### src/hw/rtl/aenc_pkg.sv
// Shared types and constants for the arithmetic encoder step block.
package aenc_pkg;

  typedef enum logic [1:0] {
    ST_OK        = 2'd0,
    ST_BAD_FREQ  = 2'd1,
    ST_TOTAL_BIG = 2'd2,
    ST_PEND_OVF  = 2'd3
  } status_t;

  typedef enum logic [0:0] {
    MODE_SYMBOL = 1'b0,
    MODE_FINISH = 1'b1
  } mode_t;

  localparam int unsigned FREQ_W = 31;
  localparam int unsigned PEND_W = 31;
  localparam logic [PEND_W-1:0] PEND_MAX = {PEND_W{1'b1}};
  localparam logic [FREQ_W-1:0] TOTAL_RESET = 31'd65536;

endpackage

### src/hw/rtl/aenc_muldiv.sv
// Iterative unit computing floor(x * r / t), one bit of r per cycle.
module aenc_muldiv #(
  parameter int unsigned SB = 32
) (
  input  logic                        clk,
  input  logic                        rst_n,
  input  logic                        start,
  input  logic [aenc_pkg::FREQ_W-1:0] x,
  input  logic [SB:0]                 r,
  input  logic [aenc_pkg::FREQ_W-1:0] t,
  output logic                        done,
  output logic [SB:0]                 q
);
  import aenc_pkg::*;

  localparam int unsigned CW = $clog2(SB + 2);

  logic              busy_r;
  logic [CW-1:0]     cnt_r;
  logic [SB:0]       r_r;
  logic [FREQ_W-1:0] x_r;
  logic [FREQ_W-1:0] t_r;
  logic [FREQ_W-1:0] rem_r;
  logic [SB:0]       q_r;
  logic [FREQ_W+1:0] sum;
  logic [FREQ_W+1:0] t1;
  logic [FREQ_W+1:0] t2;
  logic [FREQ_W-1:0] rem_nxt;
  logic [SB:0]       q_nxt;

  // Remainder stays below t and x never exceeds t, so one step adds at most 2 to q.
  always_comb begin
    sum = {rem_r, 1'b0} + (r_r[SB] ? {2'b00, x_r} : '0);
    t1  = {2'b00, t_r};
    t2  = {1'b0, t_r, 1'b0};
    if (sum >= t2) begin
      rem_nxt = FREQ_W'(sum - t2);
      q_nxt   = {q_r[SB-1:0], 1'b0} + (SB+1)'(2);
    end else if (sum >= t1) begin
      rem_nxt = FREQ_W'(sum - t1);
      q_nxt   = {q_r[SB-1:0], 1'b0} + (SB+1)'(1);
    end else begin
      rem_nxt = sum[FREQ_W-1:0];
      q_nxt   = {q_r[SB-1:0], 1'b0};
    end
  end

  assign done = busy_r && (cnt_r == CW'(1));
  assign q    = q_nxt;

  always_ff @(posedge clk) begin
    if (!rst_n) begin
      busy_r <= 1'b0;
      cnt_r  <= '0;
    end else if (start) begin
      busy_r <= 1'b1;
      cnt_r  <= CW'(SB + 1);
    end else if (busy_r) begin
      cnt_r <= cnt_r - CW'(1);
      if (cnt_r == CW'(1)) begin
        busy_r <= 1'b0;
      end
    end
  end

  always_ff @(posedge clk) begin
    if (start) begin
      r_r   <= r;
      x_r   <= x;
      t_r   <= t;
      rem_r <= '0;
      q_r   <= '0;
    end else if (busy_r) begin
      r_r   <= {r_r[SB-1:0], 1'b0};
      rem_r <= rem_nxt;
      q_r   <= q_nxt;
    end
  end

`ifndef SYNTH
  a_busy_cnt: assert property (@(posedge clk) disable iff (!rst_n)
    busy_r |-> cnt_r != '0) else $error("busy with zero count");
  a_done_ends: assert property (@(posedge clk) disable iff (!rst_n)
    done && !start |=> !busy_r) else $error("unit still busy after done");
  a_rem_bound: assert property (@(posedge clk) disable iff (!rst_n)
    busy_r && !start |-> rem_r < t_r || t_r == '0) else $error("remainder not below t");
`endif

endmodule

### src/hw/rtl/arithmetic_encoder_step.sv
// Top level of the range arithmetic encoder step with its sequencer.
// Usage:
//   Input channel in_*: one item is a symbol (in_mode 0, cumulative
//   interval [in_sym_low, in_sym_high) of cfg total) or a finish (in_mode 1).
//   Output channel out_*: zero or more result items per input item, each a
//   code bit with its follow count; out_last marks the final one.
//   cfg_wr_en/cfg_wr_data write total_count; write it only while idle.
// Sequence:
//   A symbol runs two multiply-divide passes on one shared shift-subtract
//   unit, then shifts out the settled bits, then takes the underflow steps,
//   and last emits one result per settled bit. Finish items and items that
//   fail the input checks go straight to a single response. One item is in
//   work at a time; in_ready is low until the item is done and its last
//   result, if any, is loaded into the output register.
// Reset: range low 0, range high all ones, no pending bits, total 65536.
// A stalled receiver holds the output register and halts the emit step.
module arithmetic_encoder_step #(
  parameter int unsigned STATE_BITS = 32
) (
  input  logic                        clk,
  input  logic                        rst_n,
  input  logic                        in_valid,
  output logic                        in_ready,
  input  logic                        in_mode,
  input  logic [aenc_pkg::FREQ_W-1:0] in_sym_low,
  input  logic [aenc_pkg::FREQ_W-1:0] in_sym_high,
  output logic                        out_valid,
  input  logic                        out_ready,
  output logic                        out_out_bit,
  output logic [aenc_pkg::PEND_W-1:0] out_follow_count,
  output logic [1:0]                  out_status,
  output logic                        out_last,
  input  logic                        cfg_wr_en,
  input  logic [aenc_pkg::FREQ_W-1:0] cfg_wr_data
);
  import aenc_pkg::*;

  localparam int unsigned SB = STATE_BITS;
  localparam int unsigned NW = $clog2(SB + 1);
  localparam logic [63:0] LIM  = 64'hFFFF_FFFF_FFFF_FFFF >> SB;
  localparam logic [63:0] MINR = (64'd1 << (SB - 2)) + 64'd2;
  localparam logic [63:0] MAX_TOTAL = (LIM < MINR) ? LIM : MINR;
  localparam logic [SB-1:0] HALF = {1'b1, {(SB-1){1'b0}}};

  typedef enum logic [6:0] {
    S_IDLE  = 7'b0000001,
    S_DIVL  = 7'b0000010,
    S_DIVH  = 7'b0000100,
    S_SHIFT = 7'b0001000,
    S_UNDER = 7'b0010000,
    S_EMIT  = 7'b0100000,
    S_RESP  = 7'b1000000
  } state_t;

  state_t            state_r;
  logic [FREQ_W-1:0] total_r;
  logic [SB-1:0]     rlo_r;
  logic [SB-1:0]     rhi_r;
  logic [PEND_W-1:0] pend_r;
  logic [PEND_W-1:0] wpend_r;
  logic [PEND_W-1:0] pend0_r;
  logic [SB-1:0]     lo_r;
  logic [SB-1:0]     hi_r;
  logic [SB-1:0]     lo0_r;
  logic [NW-1:0]     n_r;
  logic [NW-1:0]     k_r;
  logic [FREQ_W-1:0] sh_r;
  logic [SB:0]       ql_r;
  logic              resp_bit_r;
  status_t           resp_status_r;

  logic              out_valid_r;
  logic              out_bit_r;
  logic [PEND_W-1:0] out_follow_r;
  status_t           out_status_r;
  logic              out_last_r;

  logic              md_start;
  logic              md_done;
  logic [FREQ_W-1:0] md_x;
  logic [SB:0]       md_r;
  logic [SB:0]       md_q;
  logic              in_acc;
  logic              slot_free;
  logic              out_load;
  logic              sym_ok;
  status_t           chk_status;

  assign in_ready  = (state_r == S_IDLE);
  assign in_acc    = in_valid && in_ready;
  assign slot_free = !out_valid_r || out_ready;
  assign out_load  = slot_free && (state_r == S_EMIT || state_r == S_RESP);

  always_comb begin
    sym_ok     = 1'b0;
    chk_status = ST_OK;
    if (in_sym_low >= in_sym_high) begin
      chk_status = ST_BAD_FREQ;
    end else if ({33'd0, total_r} > MAX_TOTAL) begin
      chk_status = ST_TOTAL_BIG;
    end else if (in_sym_high > total_r) begin
      chk_status = ST_BAD_FREQ;
    end else begin
      sym_ok = 1'b1;
    end
  end

  assign md_start = (in_acc && in_mode == MODE_SYMBOL && sym_ok) ||
                    (state_r == S_DIVL && md_done);
  assign md_x = (state_r == S_IDLE) ? in_sym_low : sh_r;
  assign md_r = {1'b0, rhi_r} - {1'b0, rlo_r} + (SB+1)'(1);

  aenc_muldiv #(.SB(SB)) u_md (
    .clk   (clk),
    .rst_n (rst_n),
    .start (md_start),
    .x     (md_x),
    .r     (md_r),
    .t     (total_r),
    .done  (md_done),
    .q     (md_q)
  );

  always_ff @(posedge clk) begin
    if (!rst_n) begin
      state_r     <= S_IDLE;
      total_r     <= TOTAL_RESET;
      rlo_r       <= '0;
      rhi_r       <= '1;
      pend_r      <= '0;
      out_valid_r <= 1'b0;
    end else begin
      if (cfg_wr_en) begin
        total_r <= cfg_wr_data;
      end
      if (out_load) begin
        out_valid_r <= 1'b1;
      end else if (out_ready) begin
        out_valid_r <= 1'b0;
      end
      unique case (state_r)
        S_IDLE: begin
          if (in_acc) begin
            if (in_mode == MODE_FINISH) begin
              state_r <= S_RESP;
            end else if (sym_ok) begin
              state_r <= S_DIVL;
            end else begin
              state_r <= S_RESP;
            end
          end
        end
        S_DIVL: if (md_done) state_r <= S_DIVH;
        S_DIVH: if (md_done) state_r <= S_SHIFT;
        S_SHIFT: begin
          if (!(lo_r[SB-1] == hi_r[SB-1] && n_r < NW'(SB))) begin
            state_r <= S_UNDER;
          end
        end
        S_UNDER: begin
          if (lo_r[SB-2] && !hi_r[SB-2]) begin
            if (wpend_r == PEND_MAX) begin
              state_r <= S_RESP;
            end
          end else begin
            rlo_r  <= lo_r;
            rhi_r  <= hi_r;
            pend_r <= wpend_r;
            state_r <= (n_r != '0) ? S_EMIT : S_IDLE;
          end
        end
        S_EMIT: begin
          if (slot_free && k_r == n_r - NW'(1)) begin
            state_r <= S_IDLE;
          end
        end
        S_RESP: begin
          if (slot_free) begin
            state_r <= S_IDLE;
          end
        end
        default: state_r <= S_IDLE;
      endcase
    end
  end

  // Datapath registers; the emitted bits are the top n bits of the narrowed low bound.
  always_ff @(posedge clk) begin
    unique case (state_r)
      S_IDLE: begin
        sh_r    <= in_sym_high;
        pend0_r <= pend_r;
        if (in_mode == MODE_FINISH) begin
          resp_bit_r    <= 1'b1;
          resp_status_r <= ST_OK;
        end else begin
          resp_bit_r    <= 1'b0;
          resp_status_r <= chk_status;
        end
      end
      S_DIVL: if (md_done) ql_r <= md_q;
      S_DIVH: begin
        if (md_done) begin
          lo_r    <= rlo_r + ql_r[SB-1:0];
          lo0_r   <= rlo_r + ql_r[SB-1:0];
          hi_r    <= rlo_r + md_q[SB-1:0] - SB'(1);
          n_r     <= '0;
          k_r     <= '0;
          wpend_r <= pend_r;
        end
      end
      S_SHIFT: begin
        if (lo_r[SB-1] == hi_r[SB-1] && n_r < NW'(SB)) begin
          n_r     <= n_r + NW'(1);
          lo_r    <= {lo_r[SB-2:0], 1'b0};
          hi_r    <= {hi_r[SB-2:0], 1'b1};
          wpend_r <= '0;
        end
      end
      S_UNDER: begin
        if (lo_r[SB-2] && !hi_r[SB-2]) begin
          if (wpend_r == PEND_MAX) begin
            resp_bit_r    <= 1'b0;
            resp_status_r <= ST_PEND_OVF;
          end else begin
            wpend_r <= wpend_r + PEND_W'(1);
            lo_r    <= {lo_r[SB-2:0], 1'b0} ^ HALF;
            hi_r    <= {hi_r[SB-2:0] ^ HALF[SB-2:0], 1'b0} | HALF | SB'(1);
          end
        end
      end
      S_EMIT: begin
        if (slot_free) begin
          out_bit_r    <= lo0_r[SB-1];
          out_follow_r <= (k_r == '0) ? pend0_r : '0;
          out_status_r <= ST_OK;
          out_last_r   <= (k_r == n_r - NW'(1));
          lo0_r        <= {lo0_r[SB-2:0], 1'b0};
          k_r          <= k_r + NW'(1);
        end
      end
      S_RESP: begin
        if (slot_free) begin
          out_bit_r    <= resp_bit_r;
          out_follow_r <= '0;
          out_status_r <= resp_status_r;
          out_last_r   <= 1'b1;
        end
      end
      default: ;
    endcase
  end

  assign out_valid        = out_valid_r;
  assign out_out_bit      = out_bit_r;
  assign out_follow_count = out_follow_r;
  assign out_status       = out_status_r;
  assign out_last         = out_last_r;

`ifndef SYNTH
  a_err_last: assert property (@(posedge clk) disable iff (!rst_n)
    out_valid && out_status != ST_OK |-> out_last) else $error("error item not last");
  a_acc_busy: assert property (@(posedge clk) disable iff (!rst_n)
    in_valid && in_ready |=> !in_ready) else $error("ready right after accept");
  a_done_div: assert property (@(posedge clk) disable iff (!rst_n)
    md_done |-> state_r == S_DIVL || state_r == S_DIVH)
    else $error("divide done outside divide states");
  a_emit_count: assert property (@(posedge clk) disable iff (!rst_n)
    state_r == S_EMIT |-> n_r != '0 && k_r < n_r) else $error("emit index out of range");
`endif

endmodule
### config.mk
export PLATFORM = sky130hd
export DESIGN_NAME = arithmetic_encoder_step
export DESIGN_NICKNAME = d
export VERILOG_FILES = /design/src/hw/rtl/aenc_pkg.sv /design/src/hw/rtl/aenc_muldiv.sv /design/src/hw/rtl/arithmetic_encoder_step.sv
export SDC_FILE = /design/constraint.sdc
export NUM_CORES = 2
export LEC_CHECK = 0
export BUFFER_PORTS_ARGS = -buffer_cell sky130_fd_sc_hd__buf_2
export CELL_PAD_IN_SITES_DETAIL_PLACEMENT = 0
export CELL_PAD_IN_SITES_GLOBAL_PLACEMENT = 1
export CORE_MARGIN = 10
export CORE_UTILIZATION = 53
export DETAILED_ROUTE_END_ITERATION = 10
export GPL_TIMING_DRIVEN = 0
export PLACE_DENSITY_LB_ADDON = 0.12
export SLEW_MARGIN = 20
export SYNTH_ARGS = -nofsm -noshare
export SYNTH_HDL_FRONTEND = slang
export SYNTH_SLANG_ARGS = --single-unit
### constraint.sdc
create_clock -name clk -period 23.5 [get_ports clk]
set_input_delay 2.35 -clock clk [delete_from_list [all_inputs] [get_ports clk]]
set_output_delay 2.35 -clock clk [all_outputs]
set_load 0.01 [all_outputs]
# Word level (Yosys, flattened, before mapping)
# Index checks and enable logic that the tools add are counted.
# classes
n_reduce_logical,32
order_cmp,6
mux,76
bitwise,4
addsub,15
div_mod_pow,0
mul,0
shifts,0
eq_ne,23
# op_table
operator,count
32-bit two-way mux,11
31-bit two-way mux,11
32-bit one-hot mux with 3 select lines,2
31-bit one-hot mux with 3 select lines,1
7-bit two-way mux,10
33-bit two-way mux,2
32-bit adder,2
32-bit one-hot mux with 2 select lines,1
31-bit one-hot mux with 2 select lines,1
31-bit subtractor,2
7-bit one-hot mux with 7 select lines,1
6-bit two-way mux,6
32-bit by 31-bit adder with 33-bit output,1
33-bit by 1-bit adder with 33-bit output (second input constant),1
33-bit by 31-bit >= comparator with 1-bit output,1
33-bit by 32-bit >= comparator with 1-bit output,1
32-bit by 32-bit subtractor with 33-bit output,1
32-bit by 1-bit adder with 32-bit output (second input constant),1
32-bit by 2-bit adder with 32-bit output (second input constant),1
32-bit by 1-bit subtractor with 32-bit output (second input constant),1
31-bit by 1-bit adder with 31-bit output (second input constant),1
31-bit == test (second input constant),1
31-bit >= comparator,1
31-bit > comparator,1
35 further kinds,94
# word_totals
mem_count,0
wordCells,185
latchBits,0
ram_bits,0
mem_bits_ro,0
ff_bits,569

# Logic depth before layout (Yosys ltp)
# logic_depth
ltp_word,9
depth_mapped,39
depth_no_buf,36

# By module
# A second synthesis with hierarchy kept.
# hier_totals
cells_unflattened,3831
area_unflattened_um2,35490.3
# modules_own_cells
module,seq_area_each_um2,cells_per_inst,n_inst,area_per_inst_um2
arithmetic_encoder_step,10820.4,2516,1,23532.6
aenc_muldiv,4254.1,1315,1,11957.7

# Least setup slack after synthesis
# No wires, ideal clock.
# synth_timing
kind,reg2reg
startpoint,reg state_r[1]
endpoint,"reg hi_r[0], enable pin"
t_required_ns,22.780
path_buffers,0
path_slack_ns,13.975
setup_ns,0.720
path_stages_with_launch,6
arrival_ns,8.806
path_cell_list,dfxtp_1 -> or3_1 -> or3_1 -> nor3b_1 -> nand2_1 -> a311oi_1
# synth_between
elab_chain_cells,3
word_cells_on_any_way,9
cone_classes,7 x eq/ne; 2 x reduce/logical
# synth_rtl
item,line,rtl
"start, declared",arithmetic_encoder_step.sv:55,state_t state_r;
"start signal, assigned",arithmetic_encoder_step.sv:169,state_r <= (n_r != '0) ? S_EMIT : S_IDLE;
7-bit by 5-bit == test with 1-bit output (tied with other cells),arithmetic_encoder_step.sv:189,unique case (state_r)
2-bit != test (no source line) / 3-bit nonzero test (equally long branches),n/a,
5-bit AND reduction (no source line) (*),n/a,
"end signal, assigned",arithmetic_encoder_step.sv:206,hi_r <= rlo_r + md_q[SB-1:0] - SB'(1);
"end signal, assigned",arithmetic_encoder_step.sv:216,"hi_r <= {hi_r[SB-2:0], 1'b1};"
"end signal, assigned",arithmetic_encoder_step.sv:228,"hi_r <= {hi_r[SB-2:0] ^ HALF[SB-2:0], 1'b0} | HALF | SB'(1);"
"end, declared",arithmetic_encoder_step.sv:63,logic [SB-1:0] hi_r;
# Every way passes the cells marked *; elsewhere a longest branch is shown, timed or not.
# A chain may end at the register's enable or synchronous reset.

# Worst setup path after layout
# layout_timing
startpoint,reg u_md.r_r[32]
endpoint,reg hi_r[30] (data pin)
# layout_between
elab_chain_cells,9
word_cells_on_any_way,10
cone_classes,3 x add/sub; 2 x order compare; 5 x mux
# layout_rtl
item,line,rtl
"start, declared",aenc_muldiv.sv:20,logic [SB:0] r_r;
"start signal, assigned",aenc_muldiv.sv:68,r_r <= r;
"start signal, assigned",aenc_muldiv.sv:74,"r_r <= {r_r[SB-1:0], 1'b0};"
31-bit two-way mux (*),aenc_muldiv.sv:33,"sum = {rem_r, 1'b0} + (r_r[SB] ? {2'b00, x_r} : '0);"
32-bit by 31-bit adder with 33-bit output (*),aenc_muldiv.sv:33,
33-bit by 31-bit >= comparator with 1-bit output,aenc_muldiv.sv:39,end else if (sum >= t1) begin
32-bit two-way mux,aenc_muldiv.sv:39,
32-bit two-way mux (*),aenc_muldiv.sv:36,if (sum >= t2) begin
32-bit adder (*),arithmetic_encoder_step.sv:206,
32-bit by 1-bit subtractor with 32-bit output (*),arithmetic_encoder_step.sv:206,
32-bit two-way mux (*),arithmetic_encoder_step.sv:203,if (md_done) begin
32-bit one-hot mux with 3 select lines (*),arithmetic_encoder_step.sv:189,
# Every way passes the cells marked *; elsewhere a longest branch is shown, timed or not. The select of a mux whose other input is x is not followed.

==> impl_metrics.toml <==
[worst_setup_path]
reg2reg_slack_ns = 12.81
slowest_delay_ns = 0.66
cpMostUsedCell = "ha_1"
critPathSlowestCell = "nor4_1"
critical_path_cell_count = 34
worstSetupEndpointType = "flop"
reg2reg_from = "u_md.r_r[32]$_DFFE_PP_"
worstRegToRegCells = 34
crit_required_ns = 23.88
criticalPathCategory = "reg -> reg"
startpoint = "u_md.r_r[32]$_DFFE_PP_"
cp.arrival_ns = 11.07
cp_top_family = "compound AO/OA/AOI/OAI gates"
crit_buf_inv = 5
crit_end = "hi_r[30]$_DFFE_PP_"
path_max_fanout = 10
start_kind = "flop"
worstReg2RegEnd = "hi_r[30]$_DFFE_PP_"

[detailed_routing]
dr.pass1.iters = 5
routed_wirelength_um = 105300
vias = 28320
drt_iter0_drc = 2354
wire_per_inst_um = 21.64
routed_via_density = 5.823
ant_nets = 0
drc = 0

[floorplanning]
dieHeight_um = 276.3
fp-row-count = 93
num_io_pins = 136
initial_utilization_pct = 53.79
die_x_um = 276.3
coreArea_um2 = 64700
dieArea_um2 = 76320

[timing]
max_freq_mhz = 93.56
slew_viol_final = 0
setup_tns_ns = 0
fin_crit_sh_pct = 45.48
max_slew_margin_pct = 18.28
setup_viol = 0
hold_violations = 0
whs_ns = 0.4613
min_period_ns = 10.69
worst_pin_slew_ns = 1.218
fin_ws_ns = 12.81
finClkSkew_ns = 0.04000
rsz0062_at_grt = "no"

[place]
pre_cts_ws_ns = 13.10
portBuffers = 134
gp_congestion = 0.9371
hpwlAfterDp_um = 82100

[clock_network]
cts_tree = "done"
htreeDepth = 2
clk_pin_slew_ns = 0.07
clock_path_buffers = 3
numCtsBuffers = 61
cts_sinks = 569
cts_hold_buf = 0
cts_setup_buffers = 0
cts_repair_resize_count = 0
root_buffer = "clkbuf_16"
clk_latency_ns = 0.67

[synth]
syn_nets = 4167
synth.yosys.warnings = 0
yosysTopAreaCellShare_pct = 31.58
async_flop_share_pct = 0
yosysTopAreaCell = "edfxtp_1"
ys_seq_elements = 569
synth_ff_type = "edfxtp_1"
synth_edf_count = 366
ys_types = 93
synth_area_leaders = "edfxtp_1, dfxtp_1, ha_1, nand2_1, a21oi_1"
yosysMostFrequentCell = "nand2_1"
synth.cell_area_um2 = 34800
seq_area_frac_synth_pct = 43.26
synth_common_cells = "nand2_1, edfxtp_1, ha_1, inv_1, a21oi_1"
synth_area_per_cell_um2 = 9.293
netlist_instances = 3745

[cells_and_area]
nets = 4378
antenna_cells = 0
drive_above_1_share_pct = 7.982
synthToLayoutAreaGrowth_pct = 12.01
fillers = 5782

[global_routing]
grt_pass1_vias = 26600
antenna_found_initial = 2
grt_start_max_net_pins = 72
grt.overflow.total = 0
grt_pass1_wl_um = 160100
grt_util_all_layers_pct = 26.42

[power]
p_leak_uw = 0.01637
p_per_area_nw_per_um2 = 133.7
power.total_uw = 5214
peakVddDrop_uv = 94.84

[min_path]
hp-class = "reg -> reg"

[job]
cap_viol_max_count = 0

[outcome]
outcome = "completed"
-- per-layer routing --
layer  global-route usage (%)  vias up  share of wire (%)
li1                         -    13760                  -
met1                    38.78    13600                 48
met2                    40.46      837                 44
met3                    4.096      123                6.7
met4                    5.590        2                2.0
met5                        0        -              0.012
-- logic make-up (layout without fill, tap and decap cells) --
| kind of cell | after synthesis | in the layout | share of synthesized area (%) |
|---|---|---|---|
| xor gates and xnor gates | 232 | 232 | 5.878 |
| buffers and inverters | 402 | 666 | 4.494 |
| adders and majority gates | 323 | 323 | 11.74 |
| and+or+nand+nor | 1291 | 1291 | 16.91 |
| muxes | 76 | 76 | 2.290 |
| AOI/OAI and AO/OA | 852 | 852 | 15.43 |
| DFF | 569 | 569 | 43.26 |
-- cell type report --
| class | instances | area [µm²] | area share, % |
|---|---|---|---|
| Sequential cell | 569 | 15050 | 38.62 |
| Inverter | 280 | 1051 | 2.696 |
| Tap cell | 855 | 1070 | 2.744 |
| Clock inverter | 38 | 575.6 | 1.476 |
| Timing Repair Buffer | 148 | 893.4 | 2.292 |
| Buffer | 122 | 514.2 | 1.319 |
| Multi-Input combinational cell | 2774 | 18240 | 46.78 |
| Clock buffer | 78 | 1590 | 4.079 |
-- flip-flops by register name (all words and copies together) (netlist names), 32 cells and up --
signal    flops
rhi_r        32
lo_r         32
rlo_r        32
u_md.r_r     33
ql_r         32
lo0_r        32
hi_r         32
-- power breakdown --
group | total, µW | switching, µW | internal [µW]
logic | 2750 | 1670 | 1080
clock network | 1050 | 429 | 624
registers | 1420 | 94.2 | 1320
-- metrics by stage --
| stage | cells | instance area, µm² | utilization, % |
|---|---|---|---|
| floorplan | 3745 | 34800 | - |
| global placement | 4734 | 36540 | 56.48 |
| detailed placement | 4748 | 36820 | 56.91 |
| CTS | 4864 | 38980 | 60.26 |
| global route | 4864 | 38980 | 60.26 |
| finish | 4864 | 38980 | 60.26 |
-- worst register-to-register path: cells and delay by family (launching register included) --
kind	cells	cell delay (ns)
XOR/XNOR	2	0.34
multiplexers	1	0.43
flip-flops	1	0.44
buffers and inverters	5	1.45
AO/OA/AOI/OAI	16	4.65
AND/OR/NAND/NOR	5	1.57
adder cells (fa/ha/maj)	5	1.51
-- cell usage in the layout, fill, tap and decap left out, types with 50 or more instances in the layout --
cell type | Yosys | final
dfxtp_1 | 203 | 203
nor3_1 | 50 | 50
and2_1 | 82 | 82
a211oi_1 | 72 | 72
clkbuf_1 | 86 | 103
nand3_1 | 91 | 91
buf_2 | 14 | 149
a21oi_1 | 273 | 273
xor2_1 | 87 | 87
edfxtp_1 | 366 | 366
nor2_1 | 255 | 253
xnor2_1 | 144 | 144
a21o_1 | 91 | 91
ha_1 | 317 | 317
inv_1 | 277 | 276
clkbuf_16 | 0 | 61
o21ai_0 | 177 | 177
nand2_1 | 578 | 577
-- worst min-delay path by stage --
stage                       startpoint                    end  slack [ns]  cells past startpoint
6_report       pend_r[30]$_SDFFE_PN0P_  pend0_r[30]$_DFFE_PP_        0.46                      0
5_1_grt        pend_r[30]$_SDFFE_PN0P_  pend0_r[30]$_DFFE_PP_        0.47                      0
4_1_cts        pend_r[30]$_SDFFE_PN0P_  pend0_r[30]$_DFFE_PP_        0.46                      0
3_5_place_dp   pend_r[30]$_SDFFE_PN0P_  pend0_r[30]$_DFFE_PP_        0.45                      0
3_3_place_gp    pend_r[9]$_SDFFE_PN0P_   pend0_r[9]$_DFFE_PP_        0.45                      0
2_1_floorplan   pend_r[0]$_SDFFE_PN0P_   pend0_r[0]$_DFFE_PP_        0.43                      0
Note: power is estimated with default switching activity, not from simulation.
